===== src/design/btt_pkg.sv =====
// Shared widths, types and register codes for the barycentric triangle test.
package btt_pkg;

    localparam int COORD_BITS  = 12;
    localparam int WEIGHT_BITS = 16;

    // Derived arithmetic widths.
    localparam int DIFF_W = COORD_BITS + 1;
    localparam int PROD_W = 2 * DIFF_W;
    localparam int NUM_W  = PROD_W + 1;
    localparam int NA_W   = NUM_W + 2;
    localparam int MAG_W  = PROD_W;

    localparam int NUM_REGS  = 6;
    localparam int CFG_IDX_W = 3;

    // Division lanes, one per weight.
    localparam int LANES      = 3;
    localparam int LANE_ALPHA = 0;
    localparam int LANE_BETA  = 1;
    localparam int LANE_GAMMA = 2;

    typedef logic [COORD_BITS-1:0]         coord_t;
    typedef logic signed [DIFF_W-1:0]      diff_t;
    typedef logic signed [PROD_W-1:0]      prod_t;
    typedef logic signed [NUM_W-1:0]       num_t;
    typedef logic signed [NA_W-1:0]        na_t;
    typedef logic [MAG_W-1:0]              mag_t;
    typedef logic [WEIGHT_BITS-1:0]        weight_t;
    typedef logic [CFG_IDX_W-1:0]          cfg_idx_t;

    // Configuration register indexes.
    typedef enum logic [CFG_IDX_W-1:0] {
        REG_A_X = 3'd0,
        REG_A_Y = 3'd1,
        REG_B_X = 3'd2,
        REG_B_Y = 3'd3,
        REG_C_X = 3'd4,
        REG_C_Y = 3'd5
    } cfg_reg_t;

    // One request as it moves down the divider chain.
    typedef struct packed {
        logic                   valid;
        logic                   in_tri;
        mag_t    [LANES-1:0]    rem;
        weight_t [LANES-1:0]    quo;
    } div_slot_t;

    // One finished result.
    typedef struct packed {
        logic    in_tri;
        weight_t alpha;
        weight_t beta;
        weight_t gamma;
    } res_t;

endpackage


===== src/design/btt_geom.sv =====
// Vertex registers, edge and determinant setup, and the numerator pipeline.
module btt_geom import btt_pkg::*;
(
    input  logic      clk,
    input  logic      rst_n,
    input  logic      adv,
    input  logic      cfg_we,
    input  cfg_idx_t  cfg_index,
    input  coord_t    cfg_data,
    input  logic      in_valid,
    input  coord_t    pixel_x,
    input  coord_t    pixel_y,
    output mag_t      det,
    output div_slot_t slot
);

    coord_t ax_reg, ay_reg, bx_reg, by_reg, cx_reg, cy_reg;
    coord_t ax_next, ay_next, bx_next, by_next, cx_next, cy_next;

    diff_t e1x_reg, e1y_reg, e2x_reg, e2y_reg;
    diff_t e1x_next, e1y_next, e2x_next, e2y_next;
    prod_t dp0_reg, dp1_reg, dp0_next, dp1_next;
    num_t  det_raw_reg, det_raw_next;
    mag_t  det_abs_reg, det_abs_next;
    logic  det_neg;

    logic  v1_reg, v2_reg, v3_reg, v4_reg, v5_reg, v6_reg;
    diff_t px1_reg, py1_reg, px1_next, py1_next;
    prod_t pb0_reg, pb1_reg, pg0_reg, pg1_reg;
    prod_t pb0_next, pb1_next, pg0_next, pg1_next;
    num_t  nb3_reg, ng3_reg, nb3_next, ng3_next;
    num_t  nb4_reg, ng4_reg, nb4_next, ng4_next;
    na_t   na5_reg, na5_next;
    mag_t  nb5_reg, ng5_reg;
    logic  fb5_reg, fg5_reg, fb5_next, fg5_next;
    logic  inside6_next;
    div_slot_t slot6_reg, slot6_next;

    // Configuration writes; unknown indexes are ignored.
    always_comb
    begin
        ax_next = ax_reg;
        ay_next = ay_reg;
        bx_next = bx_reg;
        by_next = by_reg;
        cx_next = cx_reg;
        cy_next = cy_reg;
        if (cfg_we)
        begin
            case (cfg_index)
                REG_A_X: ax_next = cfg_data;
                REG_A_Y: ay_next = cfg_data;
                REG_B_X: bx_next = cfg_data;
                REG_B_Y: by_next = cfg_data;
                REG_C_X: cx_next = cfg_data;
                REG_C_Y: cy_next = cfg_data;
                default: ;
            endcase
        end
    end

    // Per-triangle setup: edges, determinant products, determinant, magnitude.
    always_comb
    begin
        e1x_next     = diff_t'({1'b0, bx_reg}) - diff_t'({1'b0, ax_reg});
        e1y_next     = diff_t'({1'b0, by_reg}) - diff_t'({1'b0, ay_reg});
        e2x_next     = diff_t'({1'b0, cx_reg}) - diff_t'({1'b0, ax_reg});
        e2y_next     = diff_t'({1'b0, cy_reg}) - diff_t'({1'b0, ay_reg});
        dp0_next     = e1x_reg * e2y_reg;
        dp1_next     = e2x_reg * e1y_reg;
        det_raw_next = num_t'(dp0_reg) - num_t'(dp1_reg);
        det_abs_next = det_raw_reg[NUM_W-1] ? mag_t'(-det_raw_reg) : mag_t'(det_raw_reg);
    end

    assign det_neg = det_raw_reg[NUM_W-1];

    always_ff @(posedge clk or negedge rst_n)
    begin
        if (!rst_n)
        begin
            ax_reg      <= '0;
            ay_reg      <= '0;
            bx_reg      <= '0;
            by_reg      <= '0;
            cx_reg      <= '0;
            cy_reg      <= '0;
            e1x_reg     <= '0;
            e1y_reg     <= '0;
            e2x_reg     <= '0;
            e2y_reg     <= '0;
            dp0_reg     <= '0;
            dp1_reg     <= '0;
            det_raw_reg <= '0;
            det_abs_reg <= '0;
        end
        else
        begin
            ax_reg      <= ax_next;
            ay_reg      <= ay_next;
            bx_reg      <= bx_next;
            by_reg      <= by_next;
            cx_reg      <= cx_next;
            cy_reg      <= cy_next;
            e1x_reg     <= e1x_next;
            e1y_reg     <= e1y_next;
            e2x_reg     <= e2x_next;
            e2y_reg     <= e2y_next;
            dp0_reg     <= dp0_next;
            dp1_reg     <= dp1_next;
            det_raw_reg <= det_raw_next;
            det_abs_reg <= det_abs_next;
        end
    end

    // Per-pixel numerator stages.
    always_comb
    begin
        px1_next = diff_t'({1'b0, pixel_x}) - diff_t'({1'b0, ax_reg});
        py1_next = diff_t'({1'b0, pixel_y}) - diff_t'({1'b0, ay_reg});

        pb0_next = e2y_reg * px1_reg;
        pb1_next = e2x_reg * py1_reg;
        pg0_next = e1x_reg * py1_reg;
        pg1_next = e1y_reg * px1_reg;

        nb3_next = num_t'(pb0_reg) - num_t'(pb1_reg);
        ng3_next = num_t'(pg0_reg) - num_t'(pg1_reg);

        // Flip the signs for a clockwise triangle.
        nb4_next = det_neg ? -nb3_reg : nb3_reg;
        ng4_next = det_neg ? -ng3_reg : ng3_reg;

        na5_next = na_t'(det_abs_reg) - na_t'(nb4_reg) - na_t'(ng4_reg);
        fb5_next = !nb4_reg[NUM_W-1] && (nb4_reg != '0) && (mag_t'(nb4_reg) < det_abs_reg);
        fg5_next = !ng4_reg[NUM_W-1] && (ng4_reg != '0) && (mag_t'(ng4_reg) < det_abs_reg);

        // A zero determinant fails the beta range check, so it lands outside.
        inside6_next = fb5_reg && fg5_reg && !na5_reg[NA_W-1] && (na5_reg != '0)
                       && (mag_t'(na5_reg) < det_abs_reg);

        slot6_next                  = '0;
        slot6_next.valid            = v5_reg;
        slot6_next.in_tri           = inside6_next;
        slot6_next.rem[LANE_ALPHA]  = inside6_next ? mag_t'(na5_reg) : '0;
        slot6_next.rem[LANE_BETA]   = inside6_next ? nb5_reg : '0;
        slot6_next.rem[LANE_GAMMA]  = inside6_next ? ng5_reg : '0;
    end

    // Stage valid bits.
    always_ff @(posedge clk or negedge rst_n)
    begin
        if (!rst_n)
        begin
            v1_reg <= 1'b0;
            v2_reg <= 1'b0;
            v3_reg <= 1'b0;
            v4_reg <= 1'b0;
            v5_reg <= 1'b0;
            v6_reg <= 1'b0;
        end
        else if (adv)
        begin
            v1_reg <= in_valid;
            v2_reg <= v1_reg;
            v3_reg <= v2_reg;
            v4_reg <= v3_reg;
            v5_reg <= v4_reg;
            v6_reg <= v5_reg;
        end
    end

    // Stage payload.
    always_ff @(posedge clk)
    begin
        if (adv)
        begin
            px1_reg   <= px1_next;
            py1_reg   <= py1_next;
            pb0_reg   <= pb0_next;
            pb1_reg   <= pb1_next;
            pg0_reg   <= pg0_next;
            pg1_reg   <= pg1_next;
            nb3_reg   <= nb3_next;
            ng3_reg   <= ng3_next;
            nb4_reg   <= nb4_next;
            ng4_reg   <= ng4_next;
            na5_reg   <= na5_next;
            nb5_reg   <= mag_t'(nb4_reg);
            ng5_reg   <= mag_t'(ng4_reg);
            fb5_reg   <= fb5_next;
            fg5_reg   <= fg5_next;
            slot6_reg <= slot6_next;
        end
    end

    always_comb
    begin
        slot       = slot6_reg;
        slot.valid = v6_reg;
    end

    assign det = det_abs_reg;

endmodule


===== config.mk =====
export PLATFORM = sky130hd
export DESIGN_NAME = btt_geom
export DESIGN_NICKNAME = d
export VERILOG_FILES = /design/src/design/btt_pkg.sv /design/src/design/btt_geom.sv
export SDC_FILE = /design/constraint.sdc
export NUM_CORES = 2
export LEC_CHECK = 0
export ABC_AREA = 1
export BUFFER_PORTS_ARGS = -buffer_cell sky130_fd_sc_hd__buf_2
export CORE_MARGIN = 2
export CORE_UTILIZATION = 45
export CTS_BUF_LIST = sky130_fd_sc_hd__clkbuf_2 sky130_fd_sc_hd__clkbuf_4 sky130_fd_sc_hd__clkbuf_8
export CTS_CLUSTER_SIZE = 10
export DETAILED_ROUTE_END_ITERATION = 8
export GPL_TIMING_DRIVEN = 0
export SETUP_SLACK_MARGIN = 0.15
export SLEW_MARGIN = 40
export SYNTH_ARGS = -nofsm -noshare
export SYNTH_HDL_FRONTEND = slang
export SYNTH_SLANG_ARGS = --single-unit

===== constraint.sdc =====
create_clock -name clk -period 7.4 [get_ports clk]
set_input_delay 2.22 -clock clk [delete_from_list [all_inputs] [get_ports clk]]
set_output_delay 2.22 -clock clk [all_outputs]
set_load 0.02 [all_outputs]

; Word-level counts from Yosys, hierarchy flattened
; Cells that the tools add are included.
[word_totals]
regBits = 635
input_bits = 44
out_inout_bits = 154
elab_cells = 91
[classes]
addsub = 14
multipliers = 6
order_cmp = 3
eq_ne = 5
mux = 3
n_reduce_logical = 21
[op_table]
columns = operator, n
row1 = $mul A13 B13 Y26, 6
row2 = $sub A26 B26 Y27, 3
row3 = $lt A26 B26 Y1, 3
row4 = $sub A12 B12 Y13, 6
row5 = $mux W27, 2
row6 = $neg A27 Y27, 2
row7 = $reduce_bool A27 Y1, 2
row8 = $reduce_bool A29 Y1, 1
row9 = $sub A28 B27 Y29, 1
row10 = $sub A27 B27 Y28, 1
row11 = $mux W26, 1
row12 = $neg A26 Y26, 1
row13 = $reduce_and A2 Y1, 6
row14 = $logic_and A1 B1 Y1, 8
row15 = $eq A3 B2 Y1 const B, 2
row16 = $eq A3 B3 Y1 const B, 2
row17 = $eq A3 B1 Y1 const B, 1
row18 = $logic_not A1 Y1, 3
row19 = $logic_not A3 Y1, 1

; Logic depth before layout (Yosys ltp)
[logic_depth]
word_depth = 4
mapped_depth = 26
mapped_depth_nobuf = 24

; Least setup slack after synthesis
; No wires, ideal clock.
[synth_timing]
kind = register -> register
from = register e2x_reg[12]
to = register pb1_reg[25] (data pin)
setup_ns = 0.252
arrival_ns = 5.114
required_time_ns = 7.148
path_slack_ns = 2.034
stages_incl_launch_ff = 23
path_buffers = 2
synth_period_minus_slack_ns = 5.366
cell_sequence = dfrtp_1 clkbuf_1 clkbuf_1 nand2_1 fa_1 inv_1 fa_1 inv_1 fa_1 inv_1 fa_1 inv_1 fa_1 inv_1 ha_1 ha_1 nand2_1 nor3_1 nand3_1 nand3_1 inv_1 nand2_1 nand2_1
[synth_between]
elab_chain_len = 1
[synth_rtl]
columns = item, line_no
row1 = from (decl), btt_geom.sv:20  ; diff_t e1x_reg, e1y_reg, e2x_reg, e2y_reg;
row2 = from (signal assigned), btt_geom.sv:106  ; e2x_reg <= e2x_next;
row3 = $mul A13 B13 Y26, btt_geom.sv:122  ; pb1_next = e2x_reg * py1_reg;
row4 = via pb1_next[25], btt_geom.sv:30  ; prod_t pb0_next, pb1_next, pg0_next, pg1_next;
row5 = to (signal assigned), btt_geom.sv:180  ; pb1_reg <= pb1_next;
row6 = to (decl), btt_geom.sv:29  ; prod_t pb0_reg, pb1_reg, pg0_reg, pg1_reg;
; The timed path passes the listed nets, and every way through them passes these cells.
; A chain may end at the register's enable or synchronous reset.

; Worst setup path after layout
[layout_timing]
from = register e1y_reg[12]
to = register pg1_reg[25] (data pin)
[layout_between]
elab_chain_len = 1
[layout_rtl]
columns = item, line_no
row1 = from (decl), btt_geom.sv:20
row2 = from (signal assigned), btt_geom.sv:105  ; e1y_reg <= e1y_next;
row3 = $mul A13 B13 Y26, btt_geom.sv:124  ; pg1_next = e1y_reg * px1_reg;
row4 = via pg1_next[25], btt_geom.sv:30
row5 = to (signal assigned), btt_geom.sv:182  ; pg1_reg <= pg1_next;
row6 = to (decl), btt_geom.sv:29
; The timed path passes the listed nets, and every way through them passes these cells.

==> impl_metrics.py <==
metrics = {
    "critical_path": {
        "path_cells": "clkbuf_2 > nand2_1 > fa_1 > inv_1 > fa_1 > inv_1 > fa_1 > inv_1 > fa_1 > inv_1 > fa_1 > inv_1 > ha_1 > ha_1 > nand2_1 > nor2_1 > nand2_1 > nor3_1 > nor2_1 > nand3_1 > nand2_1",
        "r2r_cells": 21,
        "r2r_slack_ns": 0.25,
        "slowest_stage": "dfrtp_1",
        "path_delay_family": "adder cells",
        "cpPeakStageDelay_ns": 0.86,
        "crit_required_ns": 7.89,
        "r2r-start": "e1y_reg[12]",
        "critPathKind": "reg -> reg",
        "path_max_fanout": 10,
        "r2r-end": "pg1_reg[25]",
        "crit_arrival_ns": 7.64,
        "worstSetupEndpointType": "register",
        "path_buf_inv": 6,
        "cp-start-kind": "register",
    },
    "cells_and_area": {
        "fin_nets": 11370,
        "fillers": 16550,
        "syn_to_final_growth_pct": 8.683,
        "final_core_util_pct": 49.11,
        "largest_register_ffs": 79,
        "design_area_um2": 83050,
        "drive_gt1_share_pct": 5.504,
    },
    "floorplan": {
        "num_rows": 151,
        "die_h_um": 416.1,
        "start_util_pct": 45.19,
        "die_width_um": 416.1,
        "die-area_um2": 173100,
        "io_pins": 198,
        "core-area_um2": 169100,
    },
    "detailed_routing": {
        "ant_nets": 0,
        "firstDrtPassIters": 6,
        "drtIter0Drc": 4774,
        "post_drt_wl_per_cell_um": 20.73,
        "vias_per_cell": 5.116,
        "via_count": 61290,
        "routed_wl_um": 248300,
        "drc": 0,
    },
    "yosys": {
        "seq_area_frac_synth_pct": 23.41,
        "synth_top_family_by_area": "adder cells",
        "synth_fa_ha_area_share_pct": 37.21,
        "ys_types": 45,
        "synth_xor_area_share_pct": 2.900,
        "synth_edf_count": 400,
        "ys_warn_count": 0,
        "synth_ff_type": "edfxtp_1",
        "synth_compound_area_share_pct": 4.912,
        "avgSynthCellArea_um2": 8.182,
        "synthSimpleGateAreaFrac_pct": 18.77,
        "ys_ff_latch": 635,
        "synth_cells": 9339,
        "synth_mux_area_share_pct": 0,
        "syn-cell-area_um2": 76410,
        "async_reset_ff_share_pct": 37.01,
    },
    "placement": {
        "place_area_um2": 80500,
        "portBuffers": 149,
        "dp_hpwl_um": 207800,
        "routabilityCongestion": 1.012,
    },
    "cts": {
        "insertion_delay_ns": 0.87,
        "clock_path_buffers": 3,
        "clk_pin_slew_ns": 0.06,
        "htreeDepth": 3,
        "cts-root-buf": "clkbuf_8",
        "cts_buffers": 110,
        "cts.hold.buffers_added": 0,
        "clkSinkCount": 635,
        "cts_tree": "yes",
    },
    "worst_hold_path": {
        "hold_end": "ay_reg[6]",
        "holdPathStages": 2,
        "min_from": "ay_reg[6]",
        "hp-class": "reg -> reg",
    },
    "global_routing": {
        "grt_pass1_wl_um": 374500,
        "grt_pass1_vias": 62060,
        "grt_antenna_before_repair": 7,
        "grtUsageTotal_pct": 29.02,
        "overflow": 0,
        "grt_start_max_net_pins": 78,
    },
    "timing": {
        "rsz0062_at_grt": "false",
        "slew_viol_final": 0,
        "fin_worst_skew_ns": 0.07343,
        "setup_violations": 0,
        "finalCritPeriodShare_pct": 96.62,
        "fmax_mhz": 139.9,
        "relSlewSlack_pct": 32.74,
        "fin_worst_hold_slack_ns": 0.4825,
        "worst_pin_slew_ns": 1.009,
        "fin_crit_ns": 7.150,
        "hold_viol": 0,
    },
    "status": {
        "status": "finished clean",
    },
    "run": {
        "cap_violations": 0,
    },
}
==> cell usage after synthesis, types with 34 or more instances <==
cell / count / share of area, %
a21o_1: 35 / 0.34
a21oi_1: 321 / 2.1
buf_4: 50 / 0.49
clkbuf_1: 247 / 1.2
dfrtp_1: 235 / 7.7
edfxtp_1: 400 / 16
fa_1: 1007 / 26
ha_1: 661 / 11
inv_1: 2231 / 11
nand2_1: 2410 / 12
nand3_1: 308 / 2.0
nand3b_1: 34 / 0.33
nand4_1: 105 / 0.86
nor2_1: 569 / 2.8
nor3_1: 63 / 0.41
o21ai_0: 237 / 1.6
o21bai_1: 38 / 0.37
xnor2_1: 77 / 0.88
xor2_1: 176 / 2.0
==> metrics by stage <==
| stage | TNS (ns) | worst slack, ns | std cells |
|---|---|---|---|
| 3_3_place_gp | -878.85 | -2.130 | 11750 |
| 4_1_cts | 0 | 0.1593 | 11970 |
| 5_1_grt | 0 | 0.1822 | 11980 |
| 3_5_place_dp | 0 | 0.2181 | 11770 |
| 6_report | 0 | 0.2498 | 11980 |
| 2_1_floorplan | 0 | 2.034 | 9386 |
==> cell type report <==
cell class | count | area (µm²) | share of cell area, %
Clock buffer | 151 | 1903 | 2.292
Buffer | 311 | 1486 | 1.790
Inverter | 2236 | 8393 | 10.11
Timing Repair Buffer | 163 | 1050 | 1.264
Antenna cell | 6 | 15.01 | 0.01808
Tap cell | 2218 | 2775 | 3.342
Clock inverter | 56 | 605.6 | 0.7292
Sequential cell | 635 | 17890 | 21.55
Multi-Input combinational cell | 6204 | 48930 | 58.91
==> worst max-delay path by stage <==
stage                start           to  slack (ns)  depth (start not counted)
2_1_floorplan  e2x_reg[12]  pb1_reg[25]        2.03                         22
3_3_place_gp           adv       v3_reg       -2.13                          3
3_5_place_dp   e1y_reg[12]  pg1_reg[25]        0.22                         21
4_1_cts        e1y_reg[12]  pg1_reg[25]        0.16                         21
5_1_grt        e1y_reg[12]  pg1_reg[25]        0.18                         21
6_report       e1y_reg[12]  pg1_reg[25]        0.25                         21
==> worst register-to-register path, cell delays in order, from the launching register on <==
cell and delay, ns:
dfrtp_1 0.86, clkbuf_2 0.50, nand2_1 0.23, fa_1 0.60
inv_1 0.16, fa_1 0.63, inv_1 0.11, fa_1 0.48
inv_1 0.06, fa_1 0.52, inv_1 0.06, fa_1 0.49
inv_1 0.04, ha_1 0.30, ha_1 0.59, nand2_1 0.10
nor2_1 0.18, nand2_1 0.10, nor3_1 0.36, nor2_1 0.10
nand3_1 0.08, nand2_1 0.23
==> timing repair <==
action	4_1_cts	5_1_grt
gates resized for setup	0	5
setup endpoints to repair	0	5
buffers inserted	0	0
hold endpoints to repair	0	0
==> placed cells by master, fill, tap and decap left out, types with 8 or more instances in the layout <==
cell type	instances
ha_1	661
nor2_1	569
or2_2	13
clkinv_2	13
nand2_1	2410
conb_1	48
clkbuf_2	83
fa_1	1007
a21o_1	35
xor2_1	176
nand4_1	105
clkbuf_1	164
nor4_1	14
o21bai_1	38
bufinv_16	9
nand3_1	308
edfxtp_1	400
a31oi_1	12
buf_2	157
clkinv_1	18
buf_4	52
o21a_1	18
dfrtp_1	234
a21oi_1	320
inv_1	2231
buf_16	8
o21ai_0	237
nand3b_1	34
nor3_1	63
xnor2_1	77
clkbuf_4	28
and2_1	11
o21ai_1	8
clkbuf_8	123
==> logic make-up (layout without fill, tap and decap cells) <==
logic type | Yosys count | count (layout)
AND/OR/NAND/NOR | 3546 | 3546
buffers and inverters | 2547 | 2917
adder cells (fa/ha/maj) | 1668 | 1668
AO/OA/AOI/OAI | 689 | 689
flip-flops | 635 | 635
XOR/XNOR | 253 | 253
other | 1 | 54
==> routing by layer <==
metal	track usage, %	part of all wire [%]
met2	46.68	45
met3	5.312	7.4
met5	0	0.010
met1	37.05	41
met4	15.98	6.6
Power is left out: the tool's default activity adds up to more than one toggle a clock period on the data nets, which glitch-free logic cannot reach.
